<file path="src/hdl/baa_pkg.sv">
// ----------------------------------------------------------------------------
// baa_pkg: shared types and constants for the bus access backoff arbiter
// Event codes, phase codes, outcome codes, state and result records.
// ----------------------------------------------------------------------------
package baa_pkg;

    localparam int unsigned OpW    = 2;
    localparam int unsigned AddrW  = 8;
    localparam int unsigned PrioW  = 4;
    localparam int unsigned TickW  = 8;
    localparam int unsigned LonW   = 3;
    localparam int unsigned BitNW  = 4;
    localparam int unsigned BackW  = 7;

    localparam logic [PrioW-1:0] PRIO_RESET    = 4'd6;
    localparam logic [PrioW-1:0] PRIO_LIMIT    = 4'd12;
    localparam logic [TickW-1:0] LISTEN_TICKS  = 8'd100;
    localparam logic [TickW-1:0] BIT_TICKS     = 8'd10;
    localparam logic [TickW-1:0] FIRST_SAMPLE  = 8'd3;
    localparam logic [BitNW-1:0] ARB_BITS      = 4'd11;
    localparam logic [BitNW-1:0] LAST_ADDR_BIT = 4'd8;
    localparam logic [LonW-1:0]  LONELY_RELOAD = 3'd6;
    localparam logic [8:0]       BACKOFF_MULT  = 9'd5;
    localparam logic [8:0]       BACKOFF_BASE  = 9'd22;

    typedef enum logic [OpW-1:0] {
        OP_START    = 2'd0,
        OP_TICK     = 2'd1,
        OP_ACTIVITY = 2'd2,
        OP_TX_DONE  = 2'd3
    } t_op;

    typedef enum logic [2:0] {
        PH_IDLE    = 3'd0,
        PH_LISTEN  = 3'd1,
        PH_BACKOFF = 3'd2,
        PH_ARB     = 3'd3,
        PH_SEND    = 3'd4
    } t_phase;

    typedef enum logic [1:0] {
        OC_BUSY = 2'd0,
        OC_WON  = 2'd1,
        OC_LOST = 2'd2,
        OC_IDLE = 2'd3
    } t_outcome;

    typedef struct packed {
        t_phase            phase;
        logic [TickW-1:0]  tick_count;
        logic [LonW-1:0]   loneliness;
        logic              activity_seen;
        logic [AddrW-1:0]  address_shift;
        logic [BitNW-1:0]  bit_number;
        logic [BackW-1:0]  backoff_length;
        logic              sticky_high;
    } t_state;

    typedef struct packed {
        logic [OpW-1:0]    operation;
        logic [AddrW-1:0]  source_address;
        logic              line_level;
    } t_item;

    typedef struct packed {
        logic              driver_enable;
        logic              hold_line_low;
        t_outcome          outcome;
    } t_result;

    // Level of the arbitration bit now on the wire: start bit, address LSB first, stop bits
    function automatic logic arb_bit(input logic [BitNW-1:0] bit_number,
                                     input logic [AddrW-1:0] address_shift);
        logic v;
        if (bit_number == '0) begin
            v = 1'b0;
        end else if (bit_number <= LAST_ADDR_BIT) begin
            v = address_shift[0];
        end else begin
            v = 1'b1;
        end
        return v;
    endfunction

endpackage

</file>
<file path="src/hdl/baa_in_if.sv">
// ----------------------------------------------------------------------------
// baa_in_if: event channel
// Valid/ready channel carrying one arbiter event.
// ----------------------------------------------------------------------------
interface baa_in_if import baa_pkg::*; ();
    logic             valid;
    logic             ready;
    logic [OpW-1:0]   operation;
    logic [AddrW-1:0] source_address;
    logic             line_level;

    modport source (output valid, operation, source_address, line_level, input ready);
    modport sink   (input valid, operation, source_address, line_level, output ready);
endinterface

</file>
<file path="src/hdl/baa_out_if.sv">
// ----------------------------------------------------------------------------
// baa_out_if: result channel
// Valid/ready channel carrying one arbiter status result.
// ----------------------------------------------------------------------------
interface baa_out_if ();
    logic       valid;
    logic       ready;
    logic       driver_enable;
    logic       hold_line_low;
    logic [1:0] outcome;

    modport source (output valid, driver_enable, hold_line_low, outcome, input ready);
    modport sink   (input valid, driver_enable, hold_line_low, outcome, output ready);
endinterface

</file>
<file path="src/hdl/baa_cfg_if.sv">
// ----------------------------------------------------------------------------
// baa_cfg_if: configuration write channel
// Valid/ready channel carrying the priority register write data.
// ----------------------------------------------------------------------------
interface baa_cfg_if import baa_pkg::*; ();
    logic             valid;
    logic             ready;
    logic [PrioW-1:0] data;

    modport source (output valid, data, input ready);
    modport sink   (input valid, data, output ready);
endinterface

</file>
<file path="src/hdl/baa_step.sv">
// ----------------------------------------------------------------------------
// baa_step: arbiter next-state and result logic
// Applies one event to the arbiter state and forms the status result.
// ----------------------------------------------------------------------------
module baa_step import baa_pkg::*; (
    input  t_state           i_state,
    input  t_item            i_item,
    input  logic [PrioW-1:0] i_prio,
    output t_state           o_state,
    output t_result          o_result
);

    t_state           n_state;
    logic             n_won;
    logic             n_lost;
    logic [TickW-1:0] tick_inc;
    logic [8:0]       backoff_sum;
    logic             cur_bit;
    logic             sticky;

    assign tick_inc    = i_state.tick_count + 8'd1;
    assign cur_bit     = arb_bit(i_state.bit_number, i_state.address_shift);
    assign sticky      = i_state.sticky_high | i_item.line_level;
    assign backoff_sum = ({6'd0, i_state.loneliness} + {5'd0, i_prio}) * BACKOFF_MULT
                       + {5'd0, i_item.source_address[3:0]} + BACKOFF_BASE;

    // next state
    always_comb begin
        n_state = i_state;
        n_won   = 1'b0;
        n_lost  = 1'b0;
        case (t_op'(i_item.operation))
            OP_START: begin
                if (i_state.phase == PH_IDLE) begin
                    n_state.address_shift  = i_item.source_address;
                    n_state.backoff_length = backoff_sum[BackW-1:0];
                    n_state.tick_count     = '0;
                    n_state.activity_seen  = 1'b0;
                    n_state.bit_number     = '0;
                    n_state.sticky_high    = 1'b0;
                    n_state.phase          = PH_LISTEN;
                end
            end
            OP_TICK: begin
                case (i_state.phase)
                    PH_LISTEN: begin
                        n_state.tick_count = tick_inc;
                        if (tick_inc >= LISTEN_TICKS) begin
                            if (i_state.activity_seen) begin
                                n_lost = 1'b1;
                            end else begin
                                n_state.phase      = PH_BACKOFF;
                                n_state.tick_count = '0;
                            end
                        end
                    end
                    PH_BACKOFF: begin
                        n_state.tick_count = tick_inc;
                        if (!i_item.line_level) begin
                            n_lost = 1'b1;
                        end else if (tick_inc >= {1'b0, i_state.backoff_length}) begin
                            n_state.phase       = PH_ARB;
                            n_state.tick_count  = '0;
                            n_state.bit_number  = '0;
                            n_state.sticky_high = 1'b0;
                        end
                    end
                    PH_ARB: begin
                        n_state.tick_count = tick_inc;
                        if (tick_inc >= FIRST_SAMPLE && tick_inc < BIT_TICKS) begin
                            // sticky sample: once high, stays high for this bit
                            n_state.sticky_high = sticky;
                            if (sticky != cur_bit) begin
                                n_lost = 1'b1;
                            end
                        end else if (tick_inc >= BIT_TICKS) begin
                            if (i_state.bit_number >= 4'd1 &&
                                i_state.bit_number <= LAST_ADDR_BIT) begin
                                n_state.address_shift = i_state.address_shift >> 1;
                            end
                            n_state.bit_number  = i_state.bit_number + 4'd1;
                            n_state.tick_count  = '0;
                            n_state.sticky_high = 1'b0;
                            if (n_state.bit_number >= ARB_BITS) begin
                                n_state.phase = PH_SEND;
                                n_won         = 1'b1;
                            end
                        end
                    end
                    default: begin
                    end
                endcase
            end
            OP_ACTIVITY: begin
                if (i_state.phase == PH_LISTEN) begin
                    n_state.activity_seen = 1'b1;
                end
            end
            OP_TX_DONE: begin
                n_state.loneliness = LONELY_RELOAD;
                if (i_state.phase == PH_SEND) begin
                    n_state.phase = PH_IDLE;
                end
            end
            default: begin
            end
        endcase
        if (n_lost) begin
            if (i_state.loneliness != '0) begin
                n_state.loneliness = i_state.loneliness - 3'd1;
            end
            n_state.phase       = PH_IDLE;
            n_state.tick_count  = '0;
            n_state.sticky_high = 1'b0;
        end
    end

    assign o_state = n_state;

    // outputs from the state after the event
    always_comb begin
        o_result.driver_enable = 1'b0;
        o_result.hold_line_low = 1'b0;
        o_result.outcome       = OC_BUSY;
        case (n_state.phase)
            PH_LISTEN: begin
            end
            PH_BACKOFF: begin
                o_result.hold_line_low = 1'b1;
            end
            PH_ARB: begin
                o_result.hold_line_low = 1'b1;
                o_result.driver_enable = ~arb_bit(n_state.bit_number, n_state.address_shift);
            end
            PH_SEND: begin
                o_result.driver_enable = 1'b1;
                o_result.outcome       = n_won ? OC_WON : OC_BUSY;
            end
            default: begin
                o_result.outcome = n_lost ? OC_LOST : OC_IDLE;
            end
        endcase
    end

endmodule

</file>
<file path="src/hdl/bus_access_backoff_arbiter_core.sv">
// ----------------------------------------------------------------------------
// bus_access_backoff_arbiter_core: multi-drop bus access arbiter
// Listen, backoff and bitwise address arbitration driven by bus events.
// ----------------------------------------------------------------------------
// Each event on i_in (start request, 20us tick with line sample, receive
// activity, transmit complete) produces exactly one status transfer on o_out,
// in order. The block takes one event per clock while o_out is not stalled: an
// event waits in the input register, the arbiter state and status are updated
// from it in a single combinational step, and the status lands in the output
// register, so throughput is one transfer per cycle as long as o_out.ready is
// high. When o_out stalls, both stages hold and i_in.ready drops only once the
// input register is also full. Priority is written over i_cfg (always ready);
// values of 12 or more are dropped. The backoff length uses the priority in
// effect when the start request is processed.
// ----------------------------------------------------------------------------
module bus_access_backoff_arbiter_core import baa_pkg::*; (
    input  logic      i_clk,
    input  logic      i_rst_n,
    baa_in_if.sink    i_in,
    baa_out_if.source o_out,
    baa_cfg_if.sink   i_cfg
);

    // pipeline control
    logic             r_in_valid;
    t_item            r_in;
    logic             r_out_valid;
    t_result          r_out;
    logic             advance;

    // architectural state
    t_state           r_state;
    t_state           n_state;
    t_result          n_result;
    logic [PrioW-1:0] r_prio;

    // output stage frees up when empty or being drained
    assign advance    = !r_out_valid || o_out.ready;
    assign i_in.ready = !r_in_valid || advance;
    assign i_cfg.ready = 1'b1;

    baa_step u_step (
        .i_state  (r_state),
        .i_item   (r_in),
        .i_prio   (r_prio),
        .o_state  (n_state),
        .o_result (n_result)
    );

    // input register
    always_ff @(posedge i_clk) begin
        if (!i_rst_n) begin
            r_in_valid <= 1'b0;
        end else if (i_in.ready) begin
            r_in_valid <= i_in.valid;
        end
    end

    always_ff @(posedge i_clk) begin
        if (i_in.ready && i_in.valid) begin
            r_in.operation      <= i_in.operation;
            r_in.source_address <= i_in.source_address;
            r_in.line_level     <= i_in.line_level;
        end
    end

    // state and output register
    always_ff @(posedge i_clk) begin
        if (!i_rst_n) begin
            r_out_valid            <= 1'b0;
            r_state.phase          <= PH_IDLE;
            r_state.tick_count     <= '0;
            r_state.loneliness     <= LONELY_RELOAD;
            r_state.activity_seen  <= 1'b0;
            r_state.address_shift  <= '0;
            r_state.bit_number     <= '0;
            r_state.backoff_length <= '0;
            r_state.sticky_high    <= 1'b0;
        end else if (advance) begin
            r_out_valid <= r_in_valid;
            if (r_in_valid) begin
                r_state <= n_state;
            end
        end
    end

    always_ff @(posedge i_clk) begin
        if (advance && r_in_valid) begin
            r_out <= n_result;
        end
    end

    // priority register
    always_ff @(posedge i_clk) begin
        if (!i_rst_n) begin
            r_prio <= PRIO_RESET;
        end else if (i_cfg.valid && i_cfg.data < PRIO_LIMIT) begin
            r_prio <= i_cfg.data;
        end
    end

    assign o_out.valid         = r_out_valid;
    assign o_out.driver_enable = r_out.driver_enable;
    assign o_out.hold_line_low = r_out.hold_line_low;
    assign o_out.outcome       = r_out.outcome;

endmodule
</file>
<file path="src/flat_wrapper.sv">
// flat-port wrapper written by rule: the top's interface ports become plain ports
module bus_access_backoff_arbiter_core_flat import baa_pkg::*;
  (i_clk, i_rst_n, i_in_valid, i_in_operation, i_in_source_address, i_in_line_level, i_in_ready, o_out_valid, o_out_driver_enable, o_out_hold_line_low, o_out_outcome, o_out_ready, i_cfg_valid, i_cfg_data, i_cfg_ready);
  baa_in_if i_in_i ();
  baa_out_if o_out_i ();
  baa_cfg_if i_cfg_i ();
  input  logic i_clk;
  input  logic i_rst_n;
  input wire logic [$bits(i_in_i.valid)-1:0] i_in_valid;
  input wire logic [$bits(i_in_i.operation)-1:0] i_in_operation;
  input wire logic [$bits(i_in_i.source_address)-1:0] i_in_source_address;
  input wire logic [$bits(i_in_i.line_level)-1:0] i_in_line_level;
  output wire logic [$bits(i_in_i.ready)-1:0] i_in_ready;
  output wire logic [$bits(o_out_i.valid)-1:0] o_out_valid;
  output wire logic [$bits(o_out_i.driver_enable)-1:0] o_out_driver_enable;
  output wire logic [$bits(o_out_i.hold_line_low)-1:0] o_out_hold_line_low;
  output wire logic [$bits(o_out_i.outcome)-1:0] o_out_outcome;
  input wire logic [$bits(o_out_i.ready)-1:0] o_out_ready;
  input wire logic [$bits(i_cfg_i.valid)-1:0] i_cfg_valid;
  input wire logic [$bits(i_cfg_i.data)-1:0] i_cfg_data;
  output wire logic [$bits(i_cfg_i.ready)-1:0] i_cfg_ready;
  assign i_in_i.valid = i_in_valid;
  assign i_in_i.operation = i_in_operation;
  assign i_in_i.source_address = i_in_source_address;
  assign i_in_i.line_level = i_in_line_level;
  assign i_in_ready = i_in_i.ready;
  assign o_out_valid = o_out_i.valid;
  assign o_out_driver_enable = o_out_i.driver_enable;
  assign o_out_hold_line_low = o_out_i.hold_line_low;
  assign o_out_outcome = o_out_i.outcome;
  assign o_out_i.ready = o_out_ready;
  assign i_cfg_i.valid = i_cfg_valid;
  assign i_cfg_i.data = i_cfg_data;
  assign i_cfg_ready = i_cfg_i.ready;
  bus_access_backoff_arbiter_core u_core (.i_clk(i_clk), .i_rst_n(i_rst_n), .i_in(i_in_i), .o_out(o_out_i), .i_cfg(i_cfg_i));
endmodule
</file>
<file path="config.mk">
export PLATFORM = sky130hd
export DESIGN_NAME = bus_access_backoff_arbiter_core_flat
export DESIGN_NICKNAME = d
export VERILOG_FILES = /design/src/hdl/baa_pkg.sv /design/src/hdl/baa_in_if.sv /design/src/hdl/baa_out_if.sv /design/src/hdl/baa_cfg_if.sv /design/src/hdl/baa_step.sv /design/src/hdl/bus_access_backoff_arbiter_core.sv /design/src/flat_wrapper.sv
export SDC_FILE = /design/constraint.sdc
export NUM_CORES = 1
export LEC_CHECK = 0
export BUFFER_PORTS_ARGS = -buffer_cell sky130_fd_sc_hd__buf_2
export CORE_MARGIN = 2
export CORE_UTILIZATION = 40
export DETAILED_ROUTE_END_ITERATION = 6
export PLACE_DENSITY = 0.62
export SLEW_MARGIN = 30
export SYNTH_ARGS = -nofsm -noshare
export SYNTH_HDL_FRONTEND = slang
export SYNTH_HIERARCHICAL = 1
export SYNTH_SLANG_ARGS = --single-unit
</file>
<file path="constraint.sdc">
create_clock -name i_clk -period 3.8 [get_ports i_clk]
set_clock_uncertainty 0.15 [all_clocks]
set_input_delay 0.76 -clock i_clk [delete_from_list [all_inputs] [get_ports i_clk]]
set_output_delay 0.76 -clock i_clk [all_outputs]
set_load 0.03 [all_outputs]
</file>
### Yosys cells after proc, flatten, opt, wreduce, memory -nomap -nowiden

Index checks and enable logic that the tools add are counted.

| operators by class | value |
|---|---|
| add/subtract/negate cells | 6 |
| $lt $le $gt $ge | 10 |
| reductions and logical operators | 25 |
| equality and inequality tests | 24 |
| bitwise operators | 2 |
| $mul | 1 |
| mux-type cells | 55 |

Operator list:

| operator | number |
|---|---|
| 11-bit 2-to-1 mux | 7 |
| 11-bit case mux with 3 select lines | 1 |
| 1-bit 2-to-1 mux | 25 |
| 12-bit 2-to-1 mux | 2 |
| 12-bit case mux with 2 select lines | 1 |
| 21-bit 2-to-1 mux | 1 |
| 8-bit 2-to-1 mux | 2 |
| 8-bit case mux with 2 select lines | 1 |
| 8-bit AND reduction | 2 |
| 14-bit 2-to-1 mux | 1 |
| 3-bit by 2-bit equality test with 1-bit output, second input constant | 4 |
| 3-bit 2-to-1 mux | 4 |
| 2-bit != test, second input constant | 5 |
| 5-bit AND reduction | 2 |
| 3-bit case mux with 3 select lines | 1 |
| 8-bit by 1-bit adder with 8-bit output, second input constant | 1 |
| 8-bit by 2-bit greater-or-equal comparator with 1-bit output, second input constant | 1 |
| 8-bit by 4-bit greater-or-equal comparator with 1-bit output, second input constant | 1 |
| 8-bit by 7-bit greater-or-equal comparator with 1-bit output | 1 |
| 8-bit by 7-bit greater-or-equal comparator with 1-bit output, second input constant | 1 |
| 4-bit less-or-equal comparator, second input constant | 2 |
| 4-bit zero test | 2 |
| 8-bit by 4-bit less-than comparator with 1-bit output, second input constant | 1 |
| 4-bit 2-to-1 mux | 2 |
| other kinds (38) | 52 |

| word-level totals | value |
|---|---|
| flip-flop bits (word level) | 56 |
| output and inout bits | 7 |
| bits of input ports | 20 |
| logic and storage cells | 141 |

### Longest topological paths before layout

| depth | value |
|---|---|
| depth after elaboration | 13 |
| mapped depth | 17 |
| mapped depth without buffers | 17 |

### By module

Netlist, hierarchy kept.

By module, submodules not included:

| module | sequential area each (µm²) | area an instance (µm²) | times used | cells an instance |
|---|---|---|---|---|
| baa_step | 0.0 | 2190.9 | 1 | 307 |
| bus_access_backoff_arbiter_core | 1271.2 | 2138.3 | 1 | 195 |

### Least setup slack after synthesis

OpenSTA, ideal clock, no wires.

| timing | value |
|---|---|
| kind | register to register |
| start | register u_core/r_state[24] (netlist bit) |
| end | register u_core.r_out (netlist bit u_core/o_out.driver_enable) (data pin) |
| period minus slack after synthesis | 3.723 ns |
| library setup time | 0.255 ns |
| buffers on the path | 2 |
| cell stages (with the launch flop) | 17 |
| data required time | 3.395 ns |
| arrival | 3.318 ns |
| setup slack | 0.077 ns |
| cell sequence | dfxtp_1 > ha_1 > buf_6 > and3_1 > buf_4 > nand3_1 > xor2_1 > inv_1 > ha_1 > a211oi_1 > o2111ai_1 > and4b_1 > o31ai_2 > mux2_2 > nor3_1 > maj3_2 > a31o_1 |

RTL lines:

| item | RTL line | RTL |
|---|---|---|
| from (decl) | bus_access_backoff_arbiter_core.sv:32 | `t_state r_state;` |
| from (signal assigned) | bus_access_backoff_arbiter_core.sv:82 | `r_state <= n_state;` |
| to (signal assigned) | bus_access_backoff_arbiter_core.sv:89 | `r_out <= n_result;` |
| to (decl) | bus_access_backoff_arbiter_core.sv:28 | `t_result r_out;` |

==> results.sh <==
export IMPL_power_density_nw_per_um2=297
export IMPL_syn_inst=502
export IMPL_detailed_place_hpwl_mm=7.17
export IMPL_die_h_um=108
export IMPL_ys_top_cells_by_count="nand2_1, dfxtp_1, inv_1"
export IMPL_criticalPathCategory="reg -> reg"
export IMPL_cts_tree="done"
export IMPL_h_tree_depth=2
export IMPL_rows=37
export IMPL_p_seq_share_pct=46.8
export IMPL_cts_buffers=5
export IMPL_synth_seq_cells=56
export IMPL_ios=27
export IMPL_p_leak_nw=1.89
export IMPL_synth_top_area_cell="dfxtp_1"
export IMPL_critPathLaunchType="flip-flop"
export IMPL_p_clk_share_pct=25.1
export IMPL_swShare_pct=31.8
export IMPL_holdWs_ns=0.318
export IMPL_remaining_drc_errors=0
export IMPL_finalNetCount=575
export IMPL_synthFlopType="dfxtp_1"
export IMPL_n_fill_cell=1035
export IMPL_p_comb_share_pct=28.2
export IMPL_yosysUniqueCellTypes=85
export IMPL_clock_sinks=56
export IMPL_fin_crit_sh_pct=96.2
export IMPL_status="finished clean"
export IMPL_first_pass_iters=5
export IMPL_grt_max_degree=48
export IMPL_holdBufCountCts=0
export IMPL_regArea_um2=1280
export IMPL_dr_max_layer_used="met4"
export IMPL_first_global_vias=3413
export IMPL_met1_length_mm=4.56
export IMPL_wl_met3_um=316
export IMPL_crit_arrival_ns=3.59
export IMPL_yosys_top_cells_area="dfxtp_1, edfxtp_1, mux2i_1"
export IMPL_hold_violations=0
export IMPL_area_growth_pct=8.35
export IMPL_worst_pin_slew_ns=0.816
export IMPL_clk_latency_ns=0.32
export IMPL_min_path_type="reg -> reg"
export IMPL_drv_slew=0
export IMPL_yosysSeqAreaShare_pct=29.4
export IMPL_gp_congestion=0.850
export IMPL_wl_met2_mm=4.68
export IMPL_ant_nets=0
export IMPL_timing_setup_tns_ns=0
export IMPL_cp_required_ns=3.74
export IMPL_io_buffers=25
export IMPL_grt_overflow=0
export IMPL_vias=3576
export IMPL_synthMostInstantiatedCell="nand2_1"
export IMPL_path_max_fanout=4
export IMPL_drv_cap=0
export IMPL_grt_usage_pct=17.3
export IMPL_netlist_area_um2=4330
export IMPL_drive_gt1_share_pct=17.7
export IMPL_slew_headroom_pct=45.6
export IMPL_wl_per_cell_um=14.7
export IMPL_multi_input_area_um2=2730
export IMPL_cts_root_buf="clkbuf_8"
export IMPL_syn_area_per_cell_um2=8.62
export IMPL_fmax_mhz=274
export IMPL_ys_warn_count=6
export IMPL_power_total_mw=1.39
export IMPL_fp_dieArea_um2=11700
export IMPL_synth_edf_count=15
export IMPL_core_um2=10400
export IMPL_vdd_drop_max_mv=0.179
export IMPL_cts_path_max_buffers=2
export IMPL_synth_async_reset_ratio_pct=0
export IMPL_die_w_um=108
export IMPL_initialDrtViolationCount=200
export IMPL_grt_antenna_before_repair=0
export IMPL_end_kind="flip-flop"
export IMPL_syn_nets=557
export IMPL_n_antenna_cell=0
export IMPL_initial_core_util_pct=41.6
export IMPL_setup_viol=0
export IMPL_intPower_mw=0.951
export IMPL_min_period_ns=3.65
export IMPL_routed_wl_mm=9.64
export IMPL_grt_pass1_wl_mm=16.2
export IMPL_via_per_inst=5.44
export IMPL_synth_top_area_share_pct=19.0
export IMPL_power_switching_mw=0.444
export IMPL_clk_pin_slew_ns=0.11
-- routing by layer --
metal | track usage (%) | up-vias
met1 | 22.9 | 1705
met3 | 2.35 | 11
li1 | - | 1783
met5 | 0 | -
met4 | 4.95 | 0
met2 | 29.4 | 77
-- cell type report --
type / instances / share of cell area (%)
Clock buffer: 6 / 1.55
Tap cell: 136 / 3.63
Sequential cell: 56 / 27.3
Timing Repair Buffer: 44 / 5.71
Inverter: 40 / 3.20
Clock inverter: 2 / 0.373
Multi-Input combinational cell: 373 / 58.3
-- kinds of logic (layout without fill, tap and decap cells) --
| logic type | count (synthesis) | in the layout | share of synthesized area [%] |
|---|---|---|---|
| buf+inv | 73 | 92 | 8.58 |
| simple gates | 180 | 180 | 21.0 |
| compound gates | 100 | 100 | 17.0 |
| flops | 56 | 56 | 29.4 |
| xor+xnor | 17 | 17 | 3.44 |
| fa+ha+maj | 37 | 37 | 11.6 |
| other cells | 1 | 1 | 0.0866 |
| mux | 38 | 38 | 8.82 |
-- timing repair --
action | in CTS | in global routing
buffers inserted | 0 | 1
endpoints found under the setup margin | 0 | 8
gates resized for setup | 0 | 16
endpoints found under the hold margin | 0 | 0
-- power by group through the flow --
| stage | combinational (mW) | sequential, mW | clock (mW) |
|---|---|---|---|
| finish | 0.393 | 0.652 | 0.350 |
| floorplan | 0.293 | 0.664 | 0 |
| global placement | 0.360 | 0.666 | 0 |
| detailed placement | 0.373 | 0.667 | 0 |
| global route | 0.452 | 0.655 | 0.385 |
| CTS | 0.378 | 0.653 | 0.362 |
-- through the flow --
stage	setup WS, ns	instance area [µm²]	utilization, %	std cells
floorplan	0.0770	4330	-	502
global placement	0.176	4540	43.6	648
detailed placement	0.0652	4540	43.6	648
CTS	0.0218	4630	44.4	656
global route	-0.0337	4690	45.0	657
finish	0.146	4690	45.0	657
-- final timing paths --
path,from,end,slack [ns],cells past startpoint
max,u_core/r_state[25],u_core/o_out.driver_enable,0.15,13
min,u_core/r_state[5],u_core/r_state[5],0.32,2
max reg2reg,u_core/r_state[25],u_core/o_out.driver_enable,0.15,13
min reg2reg,u_core/r_state[5],u_core/r_state[5],0.32,2
-- registers in the layout, indices dropped and copies added, names as in the netlist --
register	count
u_core/o_out.driver_enable	1
u_core/o_out.hold_line_low	1
u_core/o_out.outcome	2
u_core/o_out.valid	1
u_core/r_in	11
u_core/r_in_valid	1
u_core/r_prio	4
u_core/r_state	35
-- cells in the final DEF (no fill, tap or decap), types with 13 or more instances in the layout --
master / instances
a21oi_1: 22
buf_2: 25
buf_4: 19
dfxtp_1: 37
edfxtp_1: 15
ha_1: 26
inv_1: 39
mux2i_1: 37
nand2_1: 83
nor2_1: 29
o21ai_0: 18
xnor2_1: 13
-- critical path, cell delays in order, from the launching register on --
cell	delay, ns
dfxtp_2	0.38
and4_2	0.29
a21boi_2	0.09
or2_2	0.31
ha_1	0.30
a21o_1	0.16
a211oi_1	0.23
o2111ai_1	0.20
and4b_1	0.28
o31ai_4	0.25
mux2_2	0.20
nor3_1	0.05
maj3_2	0.31
a31o_1	0.21
No activity file was read; power rests on OpenSTA's default activity.
